**config.mk**
```make
export PLATFORM = sky130hd
export DESIGN_NAME = block_toeplitz_row_expander
export DESIGN_NICKNAME = d
export VERILOG_FILES = /design/src/hw/rtl/bter_pkg.sv /design/src/hw/rtl/bter_tap_store.sv /design/src/hw/rtl/bter_useq.sv /design/src/hw/rtl/bter_datapath.sv /design/src/hw/rtl/block_toeplitz_row_expander.sv
export SDC_FILE = /design/constraint.sdc
export NUM_CORES = 2
export LEC_CHECK = 0
export BUFFER_PORTS_ARGS = -buffer_cell sky130_fd_sc_hd__buf_2
export CAP_MARGIN = 20
export CORE_UTILIZATION = 50
export CTS_BUF_LIST = sky130_fd_sc_hd__clkbuf_2 sky130_fd_sc_hd__clkbuf_4 sky130_fd_sc_hd__clkbuf_8
export DETAILED_ROUTE_END_ITERATION = 10
export GPL_TIMING_DRIVEN = 0
export HOLD_SLACK_MARGIN = 0.05
export PLACE_DENSITY = 0.67
export SETUP_SLACK_MARGIN = 0.3
export SYNTH_ARGS = -nofsm -noshare
export SYNTH_HDL_FRONTEND = slang
export SYNTH_HIERARCHICAL = 1
export SYNTH_SLANG_ARGS = --single-unit
```
**constraint.sdc**
```tcl
create_clock -name clk_i -period 11.47 [get_ports clk_i]
set_clock_uncertainty 0.2 [all_clocks]
set_input_delay 0 -clock clk_i [delete_from_list [all_inputs] [get_ports clk_i]]
set_output_delay 0 -clock clk_i [all_outputs]
set_load 0.02 [all_outputs]
```
**src/hw/rtl/bter_pkg.sv**
```systemverilog
`timescale 1ns / 1ps
// ----------------------------------------------------------------------------
// bter_pkg
// Shared types, constants and the microcode table of the block Toeplitz
// row expander.
// ----------------------------------------------------------------------------
package bter_pkg;

  localparam int MAX_BLOCKS     = 4;
  localparam int MAX_TAPS       = 8;
  localparam int MAX_BLOCK_SIZE = 1024;
  localparam int VALUE_BITS     = 32;

  localparam int BLK_W      = $clog2(MAX_BLOCKS);
  localparam int TAP_W      = $clog2(MAX_TAPS);
  localparam int ADDR_W     = BLK_W + TAP_W;
  localparam int TBL_DEPTH  = MAX_BLOCKS * MAX_TAPS;
  localparam int CNT_W      = 4;
  localparam int BS_W       = 11;
  localparam int NB_W       = 3;
  localparam int OFF_W      = 10;
  localparam int ROW_W      = 12;
  localparam int COL_W      = 12;
  localparam int CFG_IDX_W  = 3;
  localparam int CFG_DATA_W = 11;
  localparam int NUM_TAP_REGS = 4;

  // configuration register indexes
  localparam logic [CFG_IDX_W-1:0] REG_BLOCK_SIZE = 3'd0;
  localparam logic [CFG_IDX_W-1:0] REG_NUM_BLOCKS = 3'd1;
  localparam logic [CFG_IDX_W-1:0] REG_TAPS_FIRST = 3'd2;
  localparam logic [CFG_IDX_W-1:0] REG_TAPS_LAST  = 3'd5;

  typedef enum logic [1:0] {
    ST_ENTRY = 2'd0,
    ST_EMPTY = 2'd1,
    ST_RANGE = 2'd2
  } status_e;

  typedef enum logic [2:0] {
    S_IDLE,
    S_DIV,
    S_DIVCHK,
    S_BLK,
    S_LEFT,
    S_RIGHT,
    S_NEXTK,
    S_FIN
  } step_e;

  typedef enum logic [2:0] {
    C_ALWAYS,
    C_START_ROW,
    C_R_LT_BS,
    C_L_LAST,
    C_NT_ZERO,
    C_I_ZERO,
    C_RIGHT_DONE,
    C_K_LAST
  } cond_e;

  typedef enum logic [3:0] {
    OP_NONE,
    OP_LOAD,
    OP_SUB,
    OP_OOR,
    OP_INIT_RS,
    OP_SET_I,
    OP_LEFT,
    OP_RIGHT,
    OP_NEXTK,
    OP_FIN
  } op_e;

  typedef struct packed {
    cond_e cond;
    step_e tgt_t;
    op_e   op_t;
    step_e tgt_f;
    op_e   op_f;
  } ucode_t;

  typedef struct packed {
    op_e  op;
    logic idle;
  } seq_ctl_t;

  typedef struct packed {
    logic r_lt_bs;
    logic l_last;
    logic nt_zero;
    logic i_zero;
    logic right_done;
    logic k_last;
  } dp_flags_t;

  typedef struct packed {
    logic [BS_W-1:0]                      bs;
    logic [BLK_W-1:0]                     nbm1;
    logic [MAX_BLOCKS-1:0][CNT_W-1:0]     taps;
  } cfg_t;

  // control store: condition, then (target, op) when true and when false
  function automatic ucode_t ucode_rom(input step_e s);
    ucode_t w;
    case (s)
      S_IDLE:   w = '{C_START_ROW,  S_DIV,   OP_LOAD,    S_IDLE,   OP_NONE};
      S_DIV:    w = '{C_R_LT_BS,    S_BLK,   OP_INIT_RS, S_DIVCHK, OP_NONE};
      S_DIVCHK: w = '{C_L_LAST,     S_IDLE,  OP_OOR,     S_DIV,    OP_SUB};
      S_BLK:    w = '{C_NT_ZERO,    S_NEXTK, OP_NONE,    S_LEFT,   OP_SET_I};
      S_LEFT:   w = '{C_I_ZERO,     S_RIGHT, OP_NONE,    S_LEFT,   OP_LEFT};
      S_RIGHT:  w = '{C_RIGHT_DONE, S_NEXTK, OP_NONE,    S_RIGHT,  OP_RIGHT};
      S_NEXTK:  w = '{C_K_LAST,     S_FIN,   OP_NONE,    S_BLK,    OP_NEXTK};
      S_FIN:    w = '{C_ALWAYS,     S_IDLE,  OP_FIN,     S_IDLE,   OP_FIN};
      default:  w = '{C_ALWAYS,     S_IDLE,  OP_NONE,    S_IDLE,   OP_NONE};
    endcase
    return w;
  endfunction

endpackage

```
**src/hw/rtl/bter_tap_store.sv**
```systemverilog
`timescale 1ns / 1ps
// ----------------------------------------------------------------------------
// bter_tap_store
// Register file of generator taps: column offset and value word per entry,
// addressed as block * MAX_TAPS + tap.
// ----------------------------------------------------------------------------
module bter_tap_store import bter_pkg::*; (
  input  logic                  clk_i,
  input  logic                  we_i,
  input  logic [BLK_W-1:0]      wr_blk_i,
  input  logic [TAP_W-1:0]      wr_tap_i,
  input  logic [OFF_W-1:0]      wr_off_i,
  input  logic [VALUE_BITS-1:0] wr_val_i,
  input  logic [ADDR_W-1:0]     rd_addr_i,
  output logic [OFF_W-1:0]      rd_off_o,
  output logic [VALUE_BITS-1:0] rd_val_o
);

  logic [OFF_W-1:0]      off_q [TBL_DEPTH];
  logic [VALUE_BITS-1:0] val_q [TBL_DEPTH];

  always_ff @(posedge clk_i) begin
    if (we_i) begin
      off_q[{wr_blk_i, wr_tap_i}] <= wr_off_i;
      val_q[{wr_blk_i, wr_tap_i}] <= wr_val_i;
    end
  end

  assign rd_off_o = off_q[rd_addr_i];
  assign rd_val_o = val_q[rd_addr_i];

endmodule

```
**src/hw/rtl/bter_useq.sv**
```systemverilog
`timescale 1ns / 1ps
// ----------------------------------------------------------------------------
// bter_useq
// Microcode sequencer: step counter, control store lookup and conditional
// branch on datapath flags.
// ----------------------------------------------------------------------------
module bter_useq import bter_pkg::*; (
  input  logic      clk_i,
  input  logic      rst_ni,
  input  logic      start_row_i,
  input  dp_flags_t flags_i,
  output seq_ctl_t  ctl_o
);

  step_e  upc_q, upc_d;
  ucode_t cw;
  logic   cond_v;

  assign cw = ucode_rom(upc_q);

  always_comb begin
    case (cw.cond)
      C_ALWAYS:     cond_v = 1'b1;
      C_START_ROW:  cond_v = start_row_i;
      C_R_LT_BS:    cond_v = flags_i.r_lt_bs;
      C_L_LAST:     cond_v = flags_i.l_last;
      C_NT_ZERO:    cond_v = flags_i.nt_zero;
      C_I_ZERO:     cond_v = flags_i.i_zero;
      C_RIGHT_DONE: cond_v = flags_i.right_done;
      C_K_LAST:     cond_v = flags_i.k_last;
      default:      cond_v = 1'b1;
    endcase
  end

  // next step
  always_comb begin
    upc_d = cond_v ? cw.tgt_t : cw.tgt_f;
  end

  // control outputs
  always_comb begin
    ctl_o.op   = cond_v ? cw.op_t : cw.op_f;
    ctl_o.idle = (upc_q == S_IDLE);
  end

  always_ff @(posedge clk_i or negedge rst_ni) begin
    if (!rst_ni) begin
      upc_q <= S_IDLE;
    end else begin
      upc_q <= upc_d;
    end
  end

endmodule

```
**src/hw/rtl/bter_datapath.sv**
```systemverilog
`timescale 1ns / 1ps
// ----------------------------------------------------------------------------
// bter_datapath
// Row split, block and tap indexes, column arithmetic, one-entry hold stage
// that marks the final result, and the result register.
// ----------------------------------------------------------------------------
module bter_datapath import bter_pkg::*; (
  input  logic                  clk_i,
  input  logic                  rst_ni,
  input  cfg_t                  cfg_i,
  input  seq_ctl_t              ctl_i,
  input  logic [ROW_W-1:0]      row_index_i,
  output logic [ADDR_W-1:0]     rd_addr_o,
  input  logic [OFF_W-1:0]      rd_off_i,
  input  logic [VALUE_BITS-1:0] rd_val_i,
  output dp_flags_t             flags_o,
  output logic                  out_vld_o,
  output logic [1:0]            status_o,
  output logic [COL_W-1:0]      col_o,
  output logic [VALUE_BITS-1:0] val_o,
  output logic                  last_o
);

  logic [ROW_W-1:0]      r_q, r_d;
  logic [BLK_W-1:0]      l_q, l_d;
  logic [BLK_W-1:0]      k_q, k_d;
  logic [COL_W-1:0]      rs_q, rs_d;      // r + k * block size
  logic [CNT_W-1:0]      i_q, i_d;
  logic                  pend_vld_q, pend_vld_d;
  logic [COL_W-1:0]      pend_col_q, pend_col_d;
  logic [VALUE_BITS-1:0] pend_val_q, pend_val_d;
  logic                  out_vld_q, out_vld_d;
  status_e               out_st_q, out_st_d;
  logic [COL_W-1:0]      out_col_q, out_col_d;
  logic [VALUE_BITS-1:0] out_val_q, out_val_d;
  logic                  out_last_q, out_last_d;

  logic [BLK_W-1:0]      blk;
  logic [CNT_W-1:0]      nt;
  logic [ROW_W:0]        sum_r;
  logic                  left_hit;
  logic                  new_vld;
  logic [COL_W-1:0]      new_col;

  assign blk = (k_q >= l_q) ? (k_q - l_q) : (l_q - k_q);
  assign nt  = cfg_i.taps[blk];

  assign rd_addr_o = {blk, i_q[TAP_W-1:0]};

  assign sum_r    = {{(ROW_W + 1 - OFF_W){1'b0}}, rd_off_i} + {1'b0, r_q};
  assign left_hit = ({{(ROW_W - OFF_W){1'b0}}, rd_off_i} <= r_q);

  always_comb begin
    flags_o.r_lt_bs    = (r_q < {{(ROW_W - BS_W){1'b0}}, cfg_i.bs});
    flags_o.l_last     = (l_q == cfg_i.nbm1);
    flags_o.nt_zero    = (nt == '0);
    flags_o.i_zero     = (i_q == '0);
    flags_o.right_done = (i_q == nt) ||
                         (sum_r >= {{(ROW_W + 1 - BS_W){1'b0}}, cfg_i.bs});
    flags_o.k_last     = (k_q == cfg_i.nbm1);
  end

  always_comb begin
    new_vld = ((ctl_i.op == OP_LEFT) && left_hit) || (ctl_i.op == OP_RIGHT);
    if (ctl_i.op == OP_LEFT) begin
      new_col = rs_q - {{(COL_W - OFF_W){1'b0}}, rd_off_i};
    end else begin
      new_col = rs_q + {{(COL_W - OFF_W){1'b0}}, rd_off_i};
    end
  end

  always_comb begin
    r_d        = r_q;
    l_d        = l_q;
    k_d        = k_q;
    rs_d       = rs_q;
    i_d        = i_q;
    pend_vld_d = pend_vld_q;
    pend_col_d = pend_col_q;
    pend_val_d = pend_val_q;
    out_vld_d  = 1'b0;
    out_st_d   = out_st_q;
    out_col_d  = out_col_q;
    out_val_d  = out_val_q;
    out_last_d = out_last_q;

    case (ctl_i.op)
      OP_LOAD: begin
        r_d        = row_index_i;
        l_d        = '0;
        k_d        = '0;
        pend_vld_d = 1'b0;
      end
      OP_SUB: begin
        r_d = r_q - {{(ROW_W - BS_W){1'b0}}, cfg_i.bs};
        l_d = l_q + 1'b1;
      end
      OP_OOR: begin
        out_vld_d  = 1'b1;
        out_st_d   = ST_RANGE;
        out_col_d  = '0;
        out_val_d  = '0;
        out_last_d = 1'b1;
      end
      OP_INIT_RS: rs_d = r_q;
      OP_SET_I:   i_d = nt - 1'b1;
      OP_LEFT:    i_d = i_q - 1'b1;
      OP_RIGHT:   i_d = i_q + 1'b1;
      OP_NEXTK: begin
        k_d  = k_q + 1'b1;
        rs_d = rs_q + {{(COL_W - BS_W){1'b0}}, cfg_i.bs};
      end
      OP_FIN: begin
        out_vld_d  = 1'b1;
        out_last_d = 1'b1;
        pend_vld_d = 1'b0;
        if (pend_vld_q) begin
          out_st_d  = ST_ENTRY;
          out_col_d = pend_col_q;
          out_val_d = pend_val_q;
        end else begin
          out_st_d  = ST_EMPTY;
          out_col_d = '0;
          out_val_d = '0;
        end
      end
      default: ;
    endcase

    // a held entry goes out once the next one is found; the newest one stays
    // back so the final result can carry the last flag
    if (new_vld) begin
      if (pend_vld_q) begin
        out_vld_d  = 1'b1;
        out_st_d   = ST_ENTRY;
        out_col_d  = pend_col_q;
        out_val_d  = pend_val_q;
        out_last_d = 1'b0;
      end
      pend_vld_d = 1'b1;
      pend_col_d = new_col;
      pend_val_d = rd_val_i;
    end
  end

  always_ff @(posedge clk_i or negedge rst_ni) begin
    if (!rst_ni) begin
      pend_vld_q <= 1'b0;
      out_vld_q  <= 1'b0;
    end else begin
      pend_vld_q <= pend_vld_d;
      out_vld_q  <= out_vld_d;
    end
  end

  always_ff @(posedge clk_i) begin
    r_q        <= r_d;
    l_q        <= l_d;
    k_q        <= k_d;
    rs_q       <= rs_d;
    i_q        <= i_d;
    pend_col_q <= pend_col_d;
    pend_val_q <= pend_val_d;
    out_st_q   <= out_st_d;
    out_col_q  <= out_col_d;
    out_val_q  <= out_val_d;
    out_last_q <= out_last_d;
  end

  assign out_vld_o = out_vld_q;
  assign status_o  = out_st_q;
  assign col_o     = out_col_q;
  assign val_o     = out_val_q;
  assign last_o    = out_last_q;

`ifndef ASSERT_OFF
  a_status_is_last: assert property (@(posedge clk_i) disable iff (!rst_ni)
    (out_vld_q && (out_st_q != ST_ENTRY)) |-> out_last_q)
    else $error("status result without last flag");

  a_idle_no_hold: assert property (@(posedge clk_i) disable iff (!rst_ni)
    ctl_i.idle |-> !pend_vld_q)
    else $error("entry held while sequencer idle");

  a_gap_after_last: assert property (@(posedge clk_i) disable iff (!rst_ni)
    (out_vld_q && out_last_q) |=> !out_vld_q)
    else $error("result right after final result");
`endif

endmodule

```
**src/hw/rtl/block_toeplitz_row_expander.sv**
```systemverilog
`timescale 1ns / 1ps
// ----------------------------------------------------------------------------
// block_toeplitz_row_expander
// Expands one row of a symmetric block Toeplitz sparse matrix into its
// nonzero entries from per-block generator taps.
//
//   channel   signals                                        direction
//   command   start_i, busy_o (out), func_i, block_sel_i,     in
//             tap_sel_i, tap_offset_i, tap_value_i, row_index_i
//   result    result_valid_o, status_o, entry_column_o,       out
//             entry_value_o, last_entry_o
//   config    cfg_we_i, cfg_idx_i, cfg_wdata_i                in
//
// A tap load is written into tap storage while the sequencer stays idle.
// A row request runs a microcoded program: it splits the row by repeated
// subtraction of the block size, then per block column walks the taps to
// the left and then to the right, skipping a block without taps, then runs a
// finishing step. Each entry is held until the next one is found and
// shows in the next cycle; the final result is registered by the finishing step.
// The step counter and the single tap read port set the pace, one tap a cycle.
// Results are strobes of one cycle; the receiver cannot stall them.
// Reset clears the sequencer, the configuration registers and the valid
// flags; tap storage holds nothing defined until written.
// ----------------------------------------------------------------------------
module block_toeplitz_row_expander import bter_pkg::*; (
  input  logic                  clk_i,
  input  logic                  rst_ni,
  input  logic                  start_i,
  output logic                  busy_o,
  input  logic                  func_i,
  input  logic [BLK_W-1:0]      block_sel_i,
  input  logic [TAP_W-1:0]      tap_sel_i,
  input  logic [OFF_W-1:0]      tap_offset_i,
  input  logic [VALUE_BITS-1:0] tap_value_i,
  input  logic [ROW_W-1:0]      row_index_i,
  output logic                  result_valid_o,
  output logic [1:0]            status_o,
  output logic [COL_W-1:0]      entry_column_o,
  output logic [VALUE_BITS-1:0] entry_value_o,
  output logic                  last_entry_o,
  input  logic                  cfg_we_i,
  input  logic [CFG_IDX_W-1:0]  cfg_idx_i,
  input  logic [CFG_DATA_W-1:0] cfg_wdata_i
);

  logic [BS_W-1:0]                  bs_q;
  logic [NB_W-1:0]                  nb_q;
  logic [MAX_BLOCKS-1:0][CNT_W-1:0] taps_q;
  logic [CFG_IDX_W-1:0]             tap_reg_sel;

  cfg_t                  cfg;
  logic [NB_W-1:0]       nb_eff;
  seq_ctl_t              ctl;
  dp_flags_t             flags;
  logic                  take;
  logic                  start_row;
  logic                  load_we;
  logic [ADDR_W-1:0]     rd_addr;
  logic [OFF_W-1:0]      rd_off;
  logic [VALUE_BITS-1:0] rd_val;

  assign tap_reg_sel = cfg_idx_i - REG_TAPS_FIRST;

  always_ff @(posedge clk_i or negedge rst_ni) begin
    if (!rst_ni) begin
      bs_q   <= BS_W'(1);
      nb_q   <= NB_W'(1);
      taps_q <= '0;
    end else if (cfg_we_i) begin
      if (cfg_idx_i == REG_BLOCK_SIZE) begin
        bs_q <= cfg_wdata_i[BS_W-1:0];
      end else if (cfg_idx_i == REG_NUM_BLOCKS) begin
        nb_q <= cfg_wdata_i[NB_W-1:0];
      end else if (cfg_idx_i inside {[REG_TAPS_FIRST:REG_TAPS_LAST]}) begin
        taps_q[tap_reg_sel[BLK_W-1:0]] <= cfg_wdata_i[CNT_W-1:0];
      end
    end
  end

  // clamp register values to the supported ranges
  always_comb begin
    if (bs_q == '0) begin
      cfg.bs = BS_W'(1);
    end else if (bs_q > BS_W'(MAX_BLOCK_SIZE)) begin
      cfg.bs = BS_W'(MAX_BLOCK_SIZE);
    end else begin
      cfg.bs = bs_q;
    end

    if (nb_q == '0) begin
      nb_eff = NB_W'(1);
    end else if (nb_q > NB_W'(MAX_BLOCKS)) begin
      nb_eff = NB_W'(MAX_BLOCKS);
    end else begin
      nb_eff = nb_q;
    end
    cfg.nbm1 = BLK_W'(nb_eff - 1'b1);

    for (int b = 0; b < MAX_BLOCKS; b++) begin
      cfg.taps[b] = (taps_q[b] > CNT_W'(MAX_TAPS)) ? CNT_W'(MAX_TAPS) : taps_q[b];
    end
  end

  assign busy_o    = !ctl.idle;
  assign take      = start_i && ctl.idle;
  assign start_row = take && func_i;
  assign load_we   = take && !func_i;

  bter_useq u_useq (
    .clk_i       (clk_i),
    .rst_ni      (rst_ni),
    .start_row_i (start_row),
    .flags_i     (flags),
    .ctl_o       (ctl)
  );

  bter_tap_store u_taps (
    .clk_i     (clk_i),
    .we_i      (load_we),
    .wr_blk_i  (block_sel_i),
    .wr_tap_i  (tap_sel_i),
    .wr_off_i  (tap_offset_i),
    .wr_val_i  (tap_value_i),
    .rd_addr_i (rd_addr),
    .rd_off_o  (rd_off),
    .rd_val_o  (rd_val)
  );

  bter_datapath u_dp (
    .clk_i       (clk_i),
    .rst_ni      (rst_ni),
    .cfg_i       (cfg),
    .ctl_i       (ctl),
    .row_index_i (row_index_i),
    .rd_addr_o   (rd_addr),
    .rd_off_i    (rd_off),
    .rd_val_i    (rd_val),
    .flags_o     (flags),
    .out_vld_o   (result_valid_o),
    .status_o    (status_o),
    .col_o       (entry_column_o),
    .val_o       (entry_value_o),
    .last_o      (last_entry_o)
  );

endmodule
```
==> impl_metrics.env <==
export IMPL_timing_fmax_ghz=0.0941
export IMPL_cp_slowest_cell="nand2_1"
export IMPL_yosys_warnings=6
export IMPL_fp_coreArea_sq_mm=0.122
export IMPL_cpMostUsedCell="ha_1"
export IMPL_vias=36500
export IMPL_gp_congestion=0.848
export IMPL_critPathKind="register to register"
export IMPL_htreeDepth=4
export IMPL_syn_to_final_growth_pct=17.0
export IMPL_max_slew_margin_pct=22.8
export IMPL_critPathLaunchType="register"
export IMPL_antenna_left=0
export IMPL_viasPerCell=5.82
export IMPL_drive_gt1_share_pct=17.0
export IMPL_maxCapViolations=0
export IMPL_fp_row_count=128
export IMPL_synth_compound_area_share_pct=6.59
export IMPL_synth_top_family_by_area="multiplexers"
export IMPL_fin_util_pct=59.2
export IMPL_async_reset_ff_share_pct=2.33
export IMPL_hpwl_um=107000
export IMPL_synthAdderAreaFrac_pct=1.77
export IMPL_clk_path_buf_depth=3
export IMPL_p_leak_nw=26.7
export IMPL_synth_cells=3853
export IMPL_synth_edff_count=1420
export IMPL_fp_dieH_um=354
export IMPL_ys_seq_elements=1502
export IMPL_fillers=9277
export IMPL_antenna_found_initial=3
export IMPL_crit_path_end_kind="register"
export IMPL_peakVddDrop_mv=0.388
export IMPL_synth_area_sq_mm=0.0619
export IMPL_grt_first_pass_wirelength_um=237000
export IMPL_synth_mux_area_share_pct=11.9
export IMPL_final_cell_mix="edfxtp_1 (1,420), mux2i_1 (682), clkbuf_8 (241)"
export IMPL_grt_pass1_vias=36200
export IMPL_cts_num_sinks=1502
export IMPL_drc=0
export IMPL_post_route_period_util_pct=92.7
export IMPL_fin_crit_ps=10630
export IMPL_tritoncts="done"
export IMPL_slowest_delay_ps=620
export IMPL_numCtsBuffers=229
export IMPL_drt_wl_total_um=164000
export IMPL_path_clk_slew_ps=70
export IMPL_synth_xor_xnor_area_share_pct=0.899
export IMPL_grt_usage_pct=25.9
export IMPL_rsz0062_at_grt="false"
export IMPL_setup_violations=0
export IMPL_wl_per_cell_um=26.2
export IMPL_slew_violations=0
export IMPL_synth_distinct_cells=78
export IMPL_clock_tree_root_cell="clkbuf_8"
export IMPL_overflow=0
export IMPL_setup_tns_ps=0
export IMPL_start_util_pct=50.6
export IMPL_synth_seq_area_share_pct=71.8
export IMPL_clk_latency_ps=950
export IMPL_die_area_sq_mm=0.125
export IMPL_crit_arrival_ps=11130
export IMPL_synthFlopType="edfxtp_1"
export IMPL_post_cts_buffers=0
export IMPL_required_ps=11970
export IMPL_power_density_mw_per_mm2=287
export IMPL_firstDrtPassIters=6
export IMPL_cp_max_fo=10
export IMPL_final_common_cell="edfxtp_1"
export IMPL_hold_violations=0
export IMPL_synth_fp_nets=4015
export IMPL_ios=127
export IMPL_numPortBuffers=126
export IMPL_layout_nets=4610
export IMPL_grt_start_max_net_pins=47
export IMPL_outcome="completed"
export IMPL_yosys_area_share_simple_pct=4.48
export IMPL_min_path_type="input port to register"
export IMPL_first_iter_violations=3700
export IMPL_chipWidth_um=354
export IMPL_worst_pin_slew_ps=1150
export IMPL_avgSynthCellArea_sq_um=16.1
==> worst paths after layout <==
check / startpoint / end / slack (ps) / depth (start not counted)
min in group asynchronous: rst_ni / bs_q[4] / 470 / 5
worst max register to register: u_dp/l_q[0] / u_dp/pend_col_q[11] / 840 / 36
worst min register to register: u_dp/col_o[6] / u_dp/col_o[6] / 270 / 2
worst min-delay path: row_index_i[0] / u_dp/r_q[0] / 220 / 5
max in group asynchronous: rst_ni / bs_q[0] / 10320 / 5
worst max-delay path: u_dp/l_q[0] / u_dp/pend_col_q[11] / 840 / 36
==> synth_stat cells (4+ instances only) <==
cell type / count / area (sq um)
mux2_2: 21 / 236
a31oi_1: 89 / 557
mux2_4: 15 / 225
o22ai_1: 4 / 25.0
xor2_1: 25 / 219
buf_4: 40 / 300
nor3_1: 53 / 265
nand2_1: 206 / 773
edfxtp_1: 1420 / 42600
buf_8: 10 / 150
xnor2_1: 33 / 289
a21boi_0: 6 / 45.0
o21bai_1: 5 / 37.5
nand4_1: 4 / 25.0
o21a_1: 12 / 90.1
inv_1: 60 / 225
nand3b_1: 6 / 45.0
nand2b_1: 12 / 75.1
clkbuf_1: 69 / 259
a221oi_1: 4 / 35.0
a211oi_1: 5 / 37.5
nor2_1: 87 / 327
mux2i_1: 682 / 6830
dfrtp_1: 33 / 826
and3_1: 8 / 50.1
buf_2: 44 / 220
o211ai_1: 6 / 45.0
a22o_1: 85 / 744
buf_6: 26 / 293
nor4_1: 7 / 43.8
nor2b_1: 34 / 213
dfxtp_1: 47 / 941
a22oi_1: 126 / 946
o31ai_1: 6 / 45.0
a21o_1: 9 / 67.6
a21oi_1: 206 / 1030
fa_1: 6 / 120
ha_1: 78 / 976
o21ai_0: 44 / 220
nand3_1: 139 / 696
or2_2: 6 / 37.5
buf_1: 19 / 71.3
==> what timing repair did <==
item | CTS | global route
pin swaps | 0 | 0
hold buffers | 177 | 0
setup endpoints to repair | 4 | 5
endpoints found under the hold margin | 2768 | 0
resized for setup | 4 | 5
==> through the flow <==
step | hold slack [ps] | cell area [sq um] | setup WS, ps | total power [mW] | cells
global route | 200 | 72400 | 380 | 21.8 | 6262
detailed placement | -42.3 | 65700 | 21.7 | 16.4 | 5651
floorplan | -496 | 61900 | 2860 | 13.2 | 3853
finish | 222 | 72400 | 842 | 20.8 | 6262
global placement | -43.7 | 64600 | 60.0 | 16.2 | 5604
CTS | 97.0 | 72100 | 515 | 20.8 | 6246
==> worst max-delay path, delay by kind of cell, from the launching register on <==
family	cells	cell delay, ps
AO/OA/AOI/OAI	16	3920
buffers and inverters	2	830
adder cells (fa/ha/maj)	5	1700
multiplexers	1	350
flip-flops	1	490
AND/OR/NAND/NOR	10	2580
XOR/XNOR	2	300
==> state kept, by name (all words and copies together), names as in the netlist, 4 cells and up <==
register and count:
bs_q 11, taps_q 16, u_dp/col_o 12, u_dp/i_q 4
u_dp/pend_col_q 12, u_dp/pend_val_q 32, u_dp/r_q 12, u_dp/rs_q 12
u_dp/val_o 32, u_taps/off_q 320, u_taps/val_q 1024
==> power by group <==
group	internal (mW)	switching (mW)	total, mW
clock network	2.30	2.02	4.33
registers	6.51	0.168	6.67
logic	3.61	6.15	9.75
==> area by class of cell <==
| cell class | instances | area, sq um | share of cell area [%] |
|---|---|---|---|
| clock inverter | 83 | 455 | 0.629 |
| inverter | 60 | 225 | 0.311 |
| clock buffer | 335 | 4020 | 5.55 |
| antenna | 2 | 5.00 | 0.00691 |
| multi-input combinational | 2079 | 16200 | 22.3 |
| buffer | 211 | 1340 | 1.86 |
| timing repair buffer | 365 | 3730 | 5.14 |
| sequential | 1502 | 44500 | 61.4 |
| tap | 1625 | 2030 | 2.81 |
==> logic make-up (layout without fill, tap and decap cells) <==
kind of cell,after synthesis,in the layout
AO/OA/AOI/OAI,623,623
XOR/XNOR,61,61
adder cells (fa/ha/maj),84,84
buffers and inverters,272,1054
flip-flops,1502,1502
multiplexers,722,722
other,0,2
AND/OR/NAND/NOR,589,589
==> per-layer routing <==
layer | vias to the layer above | global-route usage (%) | wire (um)
met5 | - | 0 | 0
met4 | 0 | 8.87 | 4840
met3 | 265 | 4.68 | 12000
met2 | 1509 | 44.5 | 81900
met1 | 18400 | 33.2 | 65600
li1 | 16300 | - | -
Note: power is estimated with default switching activity, not from simulation.
